<file path="src/rbc_pkg.sv">
package rbc_pkg;

	localparam int WORD_W     = 32;
	localparam int CHAR_W     = 7;
	localparam int DIG_W      = 7;
	localparam int BYTE_W     = 8;
	localparam int DIGITS     = 5;
	localparam int MOD85      = 85;
	localparam int CFG_IDX_W  = 1;
	localparam int CFG_DATA_W = 7;

	// v / 85 == (v * RECIP) >> RECIP_SHIFT for every 32-bit v; the low
	// RECIP_SHIFT bits of the product, times 85, carry the remainder on top.
	localparam logic [WORD_W-1:0] RECIP = 32'd3233857729;
	localparam int RECIP_SHIFT = 38;
	localparam int PROD_W      = 2 * WORD_W;
	localparam int FRAC_PROD_W = RECIP_SHIFT + DIG_W;

	localparam int MQ_AW_DEF = 2;
	localparam int OQ_AW_DEF = 2;

	localparam logic [CFG_IDX_W-1:0] REG_MODE     = 1'b0;
	localparam logic [CFG_IDX_W-1:0] REG_ROT_STEP = 1'b1;

	typedef enum logic {
		MODE_ENC = 1'b0,
		MODE_DEC = 1'b1
	} mode_t;

	typedef struct packed {
		mode_t                  mode;
		logic [CFG_DATA_W-1:0]  rot_step;
	} cfg_t;

	// Work item between front and back: five digits for an encode, most significant at 0, or one decoded digit at 0.
	typedef struct packed {
		mode_t                        kind;
		logic [DIGITS-1:0][DIG_W-1:0] dig;
	} entry_t;

	typedef struct packed {
		logic [CHAR_W-1:0] out_char;
		logic [WORD_W-1:0] out_word;
		logic              last;
	} res_t;

	function automatic logic [CHAR_W-1:0] digit_to_char(input logic [DIG_W-1:0] d);
		logic [CHAR_W-1:0] c;
		if (d < 7'd10) begin
			c = d + 7'd48;
		end else if (d < 7'd36) begin
			c = d + 7'd87;
		end else if (d < 7'd62) begin
			c = d + 7'd29;
		end else begin
			unique case (d)
				7'd62:   c = 7'd46;
				7'd63:   c = 7'd45;
				7'd64:   c = 7'd58;
				7'd65:   c = 7'd43;
				7'd66:   c = 7'd61;
				7'd67:   c = 7'd94;
				7'd68:   c = 7'd33;
				7'd69:   c = 7'd47;
				7'd70:   c = 7'd42;
				7'd71:   c = 7'd63;
				7'd72:   c = 7'd38;
				7'd73:   c = 7'd60;
				7'd74:   c = 7'd62;
				7'd75:   c = 7'd40;
				7'd76:   c = 7'd41;
				7'd77:   c = 7'd91;
				7'd78:   c = 7'd93;
				7'd79:   c = 7'd123;
				7'd80:   c = 7'd125;
				7'd81:   c = 7'd64;
				7'd82:   c = 7'd37;
				7'd83:   c = 7'd36;
				7'd84:   c = 7'd35;
				default: c = 7'd0;
			endcase
		end
		return c;
	endfunction

	// Characters outside the alphabet map to digit zero.
	function automatic logic [DIG_W-1:0] char_to_digit(input logic [BYTE_W-1:0] ch);
		logic [DIG_W-1:0] d;
		if (ch >= 8'd48 && ch <= 8'd57) begin
			d = DIG_W'(ch - 8'd48);
		end else if (ch >= 8'd97 && ch <= 8'd122) begin
			d = DIG_W'(ch - 8'd87);
		end else if (ch >= 8'd65 && ch <= 8'd90) begin
			d = DIG_W'(ch - 8'd29);
		end else begin
			unique case (ch)
				8'd46:   d = 7'd62;
				8'd45:   d = 7'd63;
				8'd58:   d = 7'd64;
				8'd43:   d = 7'd65;
				8'd61:   d = 7'd66;
				8'd94:   d = 7'd67;
				8'd33:   d = 7'd68;
				8'd47:   d = 7'd69;
				8'd42:   d = 7'd70;
				8'd63:   d = 7'd71;
				8'd38:   d = 7'd72;
				8'd60:   d = 7'd73;
				8'd62:   d = 7'd74;
				8'd40:   d = 7'd75;
				8'd41:   d = 7'd76;
				8'd91:   d = 7'd77;
				8'd93:   d = 7'd78;
				8'd123:  d = 7'd79;
				8'd125:  d = 7'd80;
				8'd64:   d = 7'd81;
				8'd37:   d = 7'd82;
				8'd36:   d = 7'd83;
				8'd35:   d = 7'd84;
				default: d = 7'd0;
			endcase
		end
		return d;
	endfunction

endpackage

</file>
<file path="src/rbc_fifo.sv">
module rbc_fifo #(
	parameter int W  = 8,
	parameter int AW = 2
) (
	input  logic         clk,
	input  logic         arst_n,
	input  logic         wr_en,
	input  logic [W-1:0] wdata,
	output logic         full,
	input  logic         rd_en,
	output logic [W-1:0] rdata,
	output logic         empty
);

	localparam int DEPTH = 2 ** AW;

	logic [W-1:0]  mem_q [DEPTH];
	logic [AW-1:0] wr_ptr_q;
	logic [AW-1:0] rd_ptr_q;
	logic [AW:0]   cnt_q;

	assign full  = (cnt_q == (AW+1)'(DEPTH));
	assign empty = (cnt_q == '0);
	assign rdata = mem_q[rd_ptr_q];

	always_ff @(posedge clk or negedge arst_n) begin
		if (!arst_n) begin
			wr_ptr_q <= '0;
			rd_ptr_q <= '0;
			cnt_q    <= '0;
		end else begin
			if (wr_en) begin
				wr_ptr_q <= wr_ptr_q + 1'b1;
			end
			if (rd_en) begin
				rd_ptr_q <= rd_ptr_q + 1'b1;
			end
			if (wr_en && !rd_en) begin
				cnt_q <= cnt_q + 1'b1;
			end else if (rd_en && !wr_en) begin
				cnt_q <= cnt_q - 1'b1;
			end
		end
	end

	always_ff @(posedge clk) begin
		if (wr_en) begin
			mem_q[wr_ptr_q] <= wdata;
		end
	end

endmodule

</file>
<file path="src/rbc_front.sv">
module rbc_front (
	input  logic                             clk,
	input  logic                             arst_n,
	input  rbc_pkg::mode_t                   mode,
	input  logic                             push,
	output logic                             full,
	input  logic [rbc_pkg::WORD_W-1:0]       data_in,
	output logic                             mq_push,
	output rbc_pkg::entry_t                  mq_wdata,
	input  logic                             mq_full
);

	localparam int FRAC_W = rbc_pkg::RECIP_SHIFT;
	localparam logic [2:0] LAST_STEP = 3'(rbc_pkg::DIGITS - 1);

	// Digit extraction: one multiply per cycle while not stalled, least significant digit first.
	logic                            busy_q;
	logic [2:0]                      cnt_q;
	logic [rbc_pkg::WORD_W-1:0]      v_q;
	logic [rbc_pkg::PROD_W-1:0]      prod;

	logic                            s1_vld_q;
	rbc_pkg::mode_t                  s1_kind_s1;
	logic [FRAC_W-1:0]               s1_frac_s1;
	logic [2:0]                      s1_idx_s1;
	logic [rbc_pkg::BYTE_W-1:0]      s1_char_s1;

	logic [4:1][rbc_pkg::DIG_W-1:0]  digits_q;
	logic [rbc_pkg::FRAC_PROD_W-1:0] fprod;
	logic [rbc_pkg::DIG_W-1:0]       frac_digit;

	logic push_need;
	logic stall;
	logic acc;
	logic enc_acc;
	logic dec_acc;

	assign prod       = rbc_pkg::PROD_W'(v_q) * rbc_pkg::PROD_W'(rbc_pkg::RECIP);
	assign fprod      = rbc_pkg::FRAC_PROD_W'(s1_frac_s1)
		* rbc_pkg::FRAC_PROD_W'(rbc_pkg::MOD85);
	assign frac_digit = fprod[rbc_pkg::FRAC_PROD_W-1:FRAC_W];

	assign push_need = s1_vld_q && (s1_kind_s1 == rbc_pkg::MODE_DEC || s1_idx_s1 == 3'd0);
	assign stall     = push_need && mq_full;

	// A new word may enter on the edge of the last multiply of the previous one.
	assign full    = stall || (busy_q && !(cnt_q == LAST_STEP && mode == rbc_pkg::MODE_ENC));
	assign acc     = push && !full;
	assign enc_acc = acc && mode == rbc_pkg::MODE_ENC;
	assign dec_acc = acc && mode == rbc_pkg::MODE_DEC;

	always_comb begin
		mq_push  = push_need && !mq_full;
		mq_wdata = '0;
		mq_wdata.kind = s1_kind_s1;
		if (s1_kind_s1 == rbc_pkg::MODE_DEC) begin
			mq_wdata.dig[0] = rbc_pkg::char_to_digit(s1_char_s1);
		end else begin
			mq_wdata.dig[0] = frac_digit;
			mq_wdata.dig[1] = digits_q[1];
			mq_wdata.dig[2] = digits_q[2];
			mq_wdata.dig[3] = digits_q[3];
			mq_wdata.dig[4] = digits_q[4];
		end
	end

	always_ff @(posedge clk or negedge arst_n) begin
		if (!arst_n) begin
			busy_q   <= 1'b0;
			cnt_q    <= '0;
			s1_vld_q <= 1'b0;
		end else if (!stall) begin
			s1_vld_q <= busy_q || dec_acc;
			if (busy_q) begin
				cnt_q  <= cnt_q + 1'b1;
				busy_q <= (cnt_q != LAST_STEP);
			end
			if (enc_acc) begin
				busy_q <= 1'b1;
				cnt_q  <= '0;
			end
		end
	end

	always_ff @(posedge clk) begin
		if (!stall) begin
			if (busy_q) begin
				v_q        <= rbc_pkg::WORD_W'(prod[rbc_pkg::PROD_W-1:FRAC_W]);
				s1_frac_s1 <= prod[FRAC_W-1:0];
				s1_idx_s1  <= LAST_STEP - cnt_q;
				s1_kind_s1 <= rbc_pkg::MODE_ENC;
			end
			if (dec_acc) begin
				s1_kind_s1 <= rbc_pkg::MODE_DEC;
				s1_char_s1 <= data_in[rbc_pkg::BYTE_W-1:0];
			end
			if (enc_acc) begin
				v_q <= data_in;
			end
			if (s1_vld_q && s1_kind_s1 == rbc_pkg::MODE_ENC && s1_idx_s1 != 3'd0) begin
				digits_q[s1_idx_s1] <= frac_digit;
			end
		end
	end

endmodule

</file>
<file path="src/rbc_back.sv">
module rbc_back (
	input  logic            clk,
	input  logic            arst_n,
	input  rbc_pkg::cfg_t   cfg,
	input  rbc_pkg::entry_t head,
	input  logic            mq_empty,
	output logic            mq_pop,
	output logic            oq_push,
	output rbc_pkg::res_t   oq_wdata,
	input  logic            oq_full
);

	localparam logic [2:0] LAST_DIGIT = 3'(rbc_pkg::DIGITS - 1);
	localparam logic [7:0] M85_8 = 8'(rbc_pkg::MOD85);
	localparam logic [6:0] M85_7 = 7'(rbc_pkg::MOD85);

	logic [rbc_pkg::DIG_W-1:0]  off_q;
	logic [2:0]                 cnt_q;
	logic [2:0]                 dcnt_q;
	logic [rbc_pkg::WORD_W-1:0] acc_q;

	logic                       go;
	logic                       is_enc;
	logic [6:0]                 step_eff;
	logic [7:0]                 rsum;
	logic [6:0]                 off_nx;
	logic [7:0]                 esum;
	logic [6:0]                 nidx;
	logic [7:0]                 dsum;
	logic [6:0]                 dval;
	logic [rbc_pkg::WORD_W-1:0] acc_nx;

	assign go     = !mq_empty && !oq_full;
	assign is_enc = (head.kind == rbc_pkg::MODE_ENC);

	always_comb begin
		step_eff = (cfg.rot_step >= M85_7) ? cfg.rot_step - M85_7 : cfg.rot_step;
		rsum     = {1'b0, off_q} + {1'b0, step_eff};
		off_nx   = (rsum >= M85_8) ? 7'(rsum - M85_8) : 7'(rsum);

		// Encode: lower the digit by the running offset.
		esum = {1'b0, head.dig[cnt_q]} + M85_8 - {1'b0, off_q};
		nidx = (esum >= M85_8) ? 7'(esum - M85_8) : 7'(esum);

		// Decode: add the offset back, then fold into the word.
		dsum   = {1'b0, head.dig[0]} + {1'b0, off_q};
		dval   = (dsum >= M85_8) ? 7'(dsum - M85_8) : 7'(dsum);
		acc_nx = acc_q * rbc_pkg::WORD_W'(rbc_pkg::MOD85) + rbc_pkg::WORD_W'(dval);

		oq_push  = go && (is_enc || dcnt_q == LAST_DIGIT);
		mq_pop   = go && (!is_enc || cnt_q == LAST_DIGIT);
		oq_wdata = '0;
		if (is_enc) begin
			oq_wdata.out_char = rbc_pkg::digit_to_char(nidx);
			oq_wdata.last     = (cnt_q == LAST_DIGIT);
		end else begin
			oq_wdata.out_word = acc_nx;
		end
	end

	always_ff @(posedge clk or negedge arst_n) begin
		if (!arst_n) begin
			off_q  <= '0;
			cnt_q  <= '0;
			dcnt_q <= '0;
			acc_q  <= '0;
		end else if (go) begin
			off_q <= off_nx;
			if (is_enc) begin
				cnt_q <= (cnt_q == LAST_DIGIT) ? 3'd0 : cnt_q + 1'b1;
			end else if (dcnt_q == LAST_DIGIT) begin
				dcnt_q <= '0;
				acc_q  <= '0;
			end else begin
				dcnt_q <= dcnt_q + 1'b1;
				acc_q  <= acc_nx;
			end
		end
	end

endmodule

</file>
<file path="src/rotating_base85_codec.sv">
// Z85 codec with a per-symbol rotation. Write mode (register 0) and rot_step
// (register 1) while idle. In encode mode each pushed 32-bit word yields five
// characters, most significant digit first, with last set on the fifth; the
// front end takes a new word only as the shared divide-by-85 multiplier
// finishes the last one (one digit per cycle while not stalled), and the back
// end emits one character per cycle while neither queue holds it off. In
// decode mode one character is taken per cycle while the front end is not
// stalled, and every fifth one yields a word. A word's characters reach the
// result ports through the s1 registers, the mid queue and the output queue,
// as does a decoded word after its fifth character. The rotation offset and
// a partly gathered word survive mode changes and are cleared only by reset.
module rotating_base85_codec #(
	parameter int MQ_AW = rbc_pkg::MQ_AW_DEF,
	parameter int OQ_AW = rbc_pkg::OQ_AW_DEF
) (
	input  logic                             clk,
	input  logic                             arst_n,
	input  logic                             push,
	output logic                             full,
	input  logic [rbc_pkg::WORD_W-1:0]       data_in,
	output logic                             empty,
	input  logic                             pop,
	output logic [rbc_pkg::CHAR_W-1:0]       out_char,
	output logic [rbc_pkg::WORD_W-1:0]       out_word,
	output logic                             last,
	input  logic                             cfg_valid,
	output logic                             cfg_ready,
	input  logic [rbc_pkg::CFG_IDX_W-1:0]    cfg_index,
	input  logic [rbc_pkg::CFG_DATA_W-1:0]   cfg_data
);

	rbc_pkg::cfg_t   cfg_q;
	logic            mq_push;
	rbc_pkg::entry_t mq_wdata;
	logic            mq_full;
	logic            mq_pop;
	rbc_pkg::entry_t mq_head;
	logic            mq_empty;
	logic            oq_push;
	rbc_pkg::res_t   oq_wdata;
	logic            oq_full;
	logic            oq_pop;
	rbc_pkg::res_t   oq_head;

	assign cfg_ready = 1'b1;

	always_ff @(posedge clk or negedge arst_n) begin
		if (!arst_n) begin
			cfg_q.mode     <= rbc_pkg::MODE_ENC;
			cfg_q.rot_step <= '0;
		end else if (cfg_valid && cfg_ready) begin
			unique case (cfg_index)
				rbc_pkg::REG_MODE:     cfg_q.mode     <= rbc_pkg::mode_t'(cfg_data[0]);
				rbc_pkg::REG_ROT_STEP: cfg_q.rot_step <= cfg_data;
				default: ;
			endcase
		end
	end

	rbc_front u_front (
		.clk      (clk),
		.arst_n   (arst_n),
		.mode     (cfg_q.mode),
		.push     (push),
		.full     (full),
		.data_in  (data_in),
		.mq_push  (mq_push),
		.mq_wdata (mq_wdata),
		.mq_full  (mq_full)
	);

	rbc_fifo #(
		.W  ($bits(rbc_pkg::entry_t)),
		.AW (MQ_AW)
	) u_mid_q (
		.clk    (clk),
		.arst_n (arst_n),
		.wr_en  (mq_push),
		.wdata  (mq_wdata),
		.full   (mq_full),
		.rd_en  (mq_pop),
		.rdata  (mq_head),
		.empty  (mq_empty)
	);

	rbc_back u_back (
		.clk      (clk),
		.arst_n   (arst_n),
		.cfg      (cfg_q),
		.head     (mq_head),
		.mq_empty (mq_empty),
		.mq_pop   (mq_pop),
		.oq_push  (oq_push),
		.oq_wdata (oq_wdata),
		.oq_full  (oq_full)
	);

	assign oq_pop = pop && !empty;

	rbc_fifo #(
		.W  ($bits(rbc_pkg::res_t)),
		.AW (OQ_AW)
	) u_out_q (
		.clk    (clk),
		.arst_n (arst_n),
		.wr_en  (oq_push),
		.wdata  (oq_wdata),
		.full   (oq_full),
		.rd_en  (oq_pop),
		.rdata  (oq_head),
		.empty  (empty)
	);

	assign out_char = oq_head.out_char;
	assign out_word = oq_head.out_word;
	assign last     = oq_head.last;

endmodule

</file>
<file path="config.mk">
export PLATFORM = sky130hd
export DESIGN_NAME = rotating_base85_codec
export DESIGN_NICKNAME = d
export VERILOG_FILES = /design/src/rbc_pkg.sv /design/src/rbc_fifo.sv /design/src/rbc_front.sv /design/src/rbc_back.sv /design/src/rotating_base85_codec.sv
export SDC_FILE = /design/constraint.sdc
export NUM_CORES = 2
export LEC_CHECK = 0
export BUFFER_PORTS_ARGS = -buffer_cell sky130_fd_sc_hd__buf_2
export CELL_PAD_IN_SITES_DETAIL_PLACEMENT = 1
export CELL_PAD_IN_SITES_GLOBAL_PLACEMENT = 1
export CORE_MARGIN = 4
export CORE_UTILIZATION = 50
export DETAILED_ROUTE_END_ITERATION = 8
export GPL_TIMING_DRIVEN = 1
export PLACE_DENSITY_LB_ADDON = 0.1
export RECOVER_POWER = 100
export SYNTH_ARGS = -nofsm -noshare
export SYNTH_HDL_FRONTEND = slang
export SYNTH_SLANG_ARGS = --single-unit
</file>
<file path="constraint.sdc">
create_clock -name clk -period 24.3 [get_ports clk]
set_clock_uncertainty 0.05 [all_clocks]
set_input_delay 3.645 -clock clk [delete_from_list [all_inputs] [get_ports clk]]
set_output_delay 3.645 -clock clk [all_outputs]
set_load 0.02 [all_outputs]
</file>
## Word level (Yosys, flattened, before mapping)

Memory sizes are Yosys's and may differ from the RTL's.
Index checks and enable logic that the tools add are counted.

- Flip-flop bits (word level): 182
- Bits in writable memories: 304
- Output and inout port bits: 43
- Memories: 2

- Add/sub/neg operators: 27
- $mul: 3
- Magnitude comparators: 16
- Equal/unequal tests: 52
- Muxes and demuxes: 40
- Bitwise operators: 5
- Reductions and logical operators: 54

Memory list:

| memory | words | bits a word | read ports | clocked after Yosys merged registers in | wr ports | line | text |
|---|---|---|---|---|---|---|---|
| u_out_q.mem_q | 4 | 40 | 1 | 0 | 1 | rbc_fifo.sv:17 | `logic [W-1:0] mem_q [DEPTH];` |
| u_mid_q.mem_q | 4 | 36 | 1 | 0 | 1 | rbc_fifo.sv:17 |  |

Operators by type and width:

| operator | number |
|---|---|
| case mux 7 bit (23 select lines) | 2 |
| == test 7 bit, second input constant | 21 |
| == test 8 x 6 -> 1 bit, second input constant | 17 |
| two-way mux 32 bit | 4 |
| two-way mux 7 bit | 14 |
| multiplier 32 x 32 -> 64 bit, second input constant | 1 |
| == test 8 x 7 -> 1 bit, second input constant | 6 |
| multiplier 38 x 7 -> 45 bit, second input constant | 1 |
| greater-or-equal comparator 8 x 7 -> 1 bit, second input constant | 5 |
| subtractor 7 bit, second input constant | 5 |
| adder 32 x 7 -> 32 bit | 1 |
| multiplier 32 x 7 -> 32 bit, second input constant | 1 |
| bitwise mux 28 bit | 1 |
| two-way mux 28 bit | 1 |
| two-way mux 3 bit | 8 |
| logical AND 1 bit | 22 |
| binary-select mux 7 bit (select 3 bit) | 1 |
| demux 7 bit (select 3 bit) | 1 |
| AND reduction 2 bit | 9 |
| adder 7 x 7 -> 8 bit | 2 |
| <= comparator 8 x 7 -> 1 bit, second input constant | 2 |
| adder 3 x 1 -> 3 bit, second input constant | 5 |
| == test 3 bit, second input constant | 5 |
| == test 7 x 6 -> 1 bit, second input constant | 2 |
| 25 further kinds | 60 |

## Logic depth before layout (Yosys ltp)

An unclocked memory read counts as a cell.

- Depth in word-level cells: 13
- Mapped depth: 31

## Hierarchy

Synthesis repeated with hierarchy kept, for this count alone.

- Cell total of the unflattened synthesis: 3764
- Area, all modules: 41662.5 um^2

Modules (own cells, without submodules):

| module | times used | cells each | area an instance (um^2) |
|---|---|---|---|
| rbc_front | 1 | 2207 | 20679.8 |
| rbc_back | 1 | 1070 | 8839.7 |
| rbc_fifo (u_out_q) | 1 | 244 | 6218.5 |
| rbc_fifo (u_mid_q) | 1 | 222 | 5604.1 |
| rotating_base85_codec | 1 | 21 | 320.3 |

## Least setup slack after synthesis

OpenSTA, ideal clock, no wires.

- Kind: flip-flop to flip-flop
- Start: register u_mid_q.rd_ptr_q[0]
- End: memory u_out_q.mem_q[0][25] in the netlist's numbering, data pin
- Library setup time: 277 ps
- Data arrival time: 7437 ps
- Path slack: 16536 ps
- Stages on the path, launching flop included: 29
- Buffers on the path: 2
- Period minus slack after synthesis: 7764 ps
- Path through: dfrtp_1 -> buf_1 -> buf_2 -> mux4_2 -> ha_1 -> a21oi_1 -> o21bai_1 -> a21oi_1 -> xnor2_1 -> o21ai_0 -> a31o_2 -> a221oi_1 -> nor2_1 -> mux2_2 -> ha_1 -> fa_1 -> inv_1 -> fa_1 -> inv_1 -> ha_1 -> nor3_1 -> a21oi_1 -> o2111ai_1 -> nand4_1 -> a31oi_1 -> o21ai_0 -> a221oi_1 -> xor2_1 -> nor2_1

RTL lines:

| what | line | text |
|---|---|---|
| start, declared | rbc_fifo.sv:19 | `logic [AW-1:0] rd_ptr_q;` |
| start signal, assigned | rbc_fifo.sv:36 | `rd_ptr_q <= rd_ptr_q + 1'b1;` |
| end, declared | rbc_fifo.sv:17 |  |

==> results.md <==
- Yosys warns: 0
- WS Path Type: reg -> reg
- Worst-skew pair later-pin latency: 620 ps
- Worst stage delay on the critical path: 1840 ps
- Total CTS buffers: 56
- Worst path arrival time: 11030 ps
- Tmin final: 10810 ps
- Post-CTS Resized: 0
- # setup viols final: 0
- Hpwl dp: 84700 µm
- Crit path max-delay cell type: clkbuf_1
- EDFF count, synth: 414
- I/O Buffers: 86
- Via density: 5.51
- Register bit total from synthesis: 486
- Initial DRC count: 1182
- Top-count cell post-synth: inv_1
- Die Y: 296 µm
- Vias in the first global route: 30600
- Final Cell Area: 0.0447 mm²
- FP Rows: 105
- Slew headroom: -137%
- Final setup TNS: 0 ps
- Total die area: 0.0873 mm²
- Largest net degree at the start of global routing: 68
- Worst-margin pin slew: 3550 ps
- Crit Path Max Fanout: 31
- Drt pass-1 iters: 5
- Final hold slack: 462 ps
- Crit path launch type: flop
- Layout cells sized above 1: 6.86%
- Max-cap violation count: 17
- Period utilisation layout: 44.5%
- Post-synthesis sequential area ratio: 34.4%
- Failing checks: capacitance limit, slew limit
- First-pass GRT wire length: 169000 µm
- Clk slew on worst S/H paths: 60 ps
- Post-route DRC: 0
- Gp weighted congestion: 0.919
- Share of the synthesized area in the top cell type: 30.1%
- Initial Util: 50.4%
- Synth area leader: edfxtp_1
- Area contributors post-synth: edfxtp_1 (30%), ha_1 (18%), fa_1 (14%)
- RSZ-0062 raised after global routing: no
- Synthesized netlist cell count: 3748
- Routed wire length: 105000 µm
- H-tree Lvls: 2
- Async S/R FF share, synth: 14.8%
- Syn_area_per_cell: 11.0 µm²
- Post-CTS Setup Bufs: 0
- Max Fclk: 92.5 MHz
- Routed Antenna Nets: 0
- Slew Viols, Final: 684
- Hold Buf Count CTS: 0
- Post-synthesis cell type count: 91
- TritonCTS clock tree: done
- Clk buf depth: 3
- DP Area: 0.0430 mm²
- Most common flop cell mapped by yosys: edfxtp_1
- Hold Path Class: reg -> reg
- Drt wl/cell: 21.3 µm
- DIE WIDTH: 296 µm
- Status: complete, but fails checks
- Synth top cells by count: inv_1 (835), ha_1 (595), edfxtp_1 (414)
- Grt ovf: 0
- All-Layer GR Usage: 24.7%
- Clk sinks: 486
- Syn-to-layout area delta: 8.07%
- Kind of end point of the critical path: flop
- NumNets Final: 4766
- # IOs: 88
- Syn Nets: 4683
- Vias: 27300
- Synth Cell Area: 0.0413 mm²
- Antenna Cells: 0
- Core Area: 0.0820 mm²
- Root buffer cell: clkbuf_16
- Initial antenna violation count: 0
- Final Hold Viols: 0
- Fill cells: 8813
- WP data required: 24520 ps
## flip-flops by register name (all words and copies together), names as in the netlist, 2 cells and up
name / flops
u_out_q.rd_ptr_q: 2
cfg_q: 8
u_front.s1_frac_s1: 38
u_mid_q.mem_q: 144
u_front.v_q: 32
u_mid_q.rd_ptr_q: 2
u_back.dcnt_q: 3
u_out_q.cnt_q: 3
u_mid_q.cnt_q: 3
u_back.cnt_q: 3
u_out_q.mem_q: 160
u_mid_q.wr_ptr_q: 2
u_back.acc_q: 32
u_front.digits_q: 28
u_front.s1_char_s1: 8
u_out_q.wr_ptr_q: 2
u_front.cnt_q: 3
u_front.s1_idx_s1: 3
u_back.off_q: 7
## area by class of cell
cell class / count / area (µm²) / area share, %
tap: 1070 / 1340 / 3.00
inverter: 835 / 3130 / 7.02
clock buffer: 77 / 1530 / 3.43
multi-input combinational: 2340 / 23600 / 52.9
sequential: 486 / 14200 / 31.9
clock inverter: 29 / 322 / 0.720
timing repair buffer: 112 / 487 / 1.09
## cell families after synthesis
kind of cell / after synthesis / share of synthesized area, %
AO/OA/AOI/OAI: 594 / 9.40
adder cells (fa/ha/maj): 890 / 32.3
AND/OR/NAND/NOR: 594 / 7.03
flip-flops: 486 / 34.4
XOR/XNOR: 145 / 3.07
multiplexers: 116 / 5.32
other: 1 / 0.00907
buffers and inverters: 922 / 8.43
## cell usage in the layout (no fill, tap or decap), types with 32 or more instances in the layout
cell type,count
xor2_1,43
dfrtp_1,71
clkbuf_1,89
nand3_1,48
nor2_1,163
a21oi_1,141
ha_1,595
inv_1,835
fa_1,295
edfxtp_1,414
xnor2_1,102
mux4_2,80
nand2_1,158
nor3_1,33
buf_2,32
clkbuf_16,56
a21o_1,80
o21ai_0,156
nor2b_1,49
## worst paths after layout
kind                                      from                   end  slack, ps  depth (start not counted)
max in group asynchronous               arst_n   u_mid_q.rd_ptr_q[0]      17100                          2
min reg2reg                   u_front.cnt_q[0]  u_front.s1_idx_s1[0]        460                          0
max reg2reg                u_mid_q.rd_ptr_q[0]  u_out_q.mem_q[1][25]      13490                         28
min                           u_front.cnt_q[0]  u_front.s1_idx_s1[0]        460                          0
max                        u_mid_q.rd_ptr_q[0]  u_out_q.mem_q[1][25]      13490                         28
min in group asynchronous               arst_n      u_back.acc_q[26]       3140                          1
## per-layer routing
layer | GRT usage [%] | share of wire (%) | routed length [µm] | up-vias
li1 | - | - | - | 12900
met1 | 30.7 | 42 | 43900 | 13800
met2 | 45.4 | 51 | 54200 | 477
met3 | 2.31 | 3.1 | 3320 | 164
met4 | 8.23 | 3.8 | 3990 | 0
met5 | 0 | 0 | 0 | -
## per-stage QoR
stage	util [%]	setup WS, ps	cells
after floorplan	-	16540	3748
after global placement	52.4	15580	4843
after global routing	54.5	12460	4949
final	54.5	13490	4949
after detailed placement	52.4	15160	4843
after CTS	54.7	15170	4949
## worst max-delay path: cells and delay by family, from the launching register on
kind | cells | cell delay, ps
AO/OA/AOI/OAI | 12 | 3480
buffers and inverters | 3 | 1940
XOR/XNOR | 2 | 430
flip-flops | 1 | 690
AND/OR/NAND/NOR | 4 | 920
multiplexers | 2 | 1110
adder cells (fa/ha/maj) | 5 | 1830
Power is left out: the tool's default activity adds up to more than one toggle a clock period on the data nets, which glitch-free logic cannot reach.
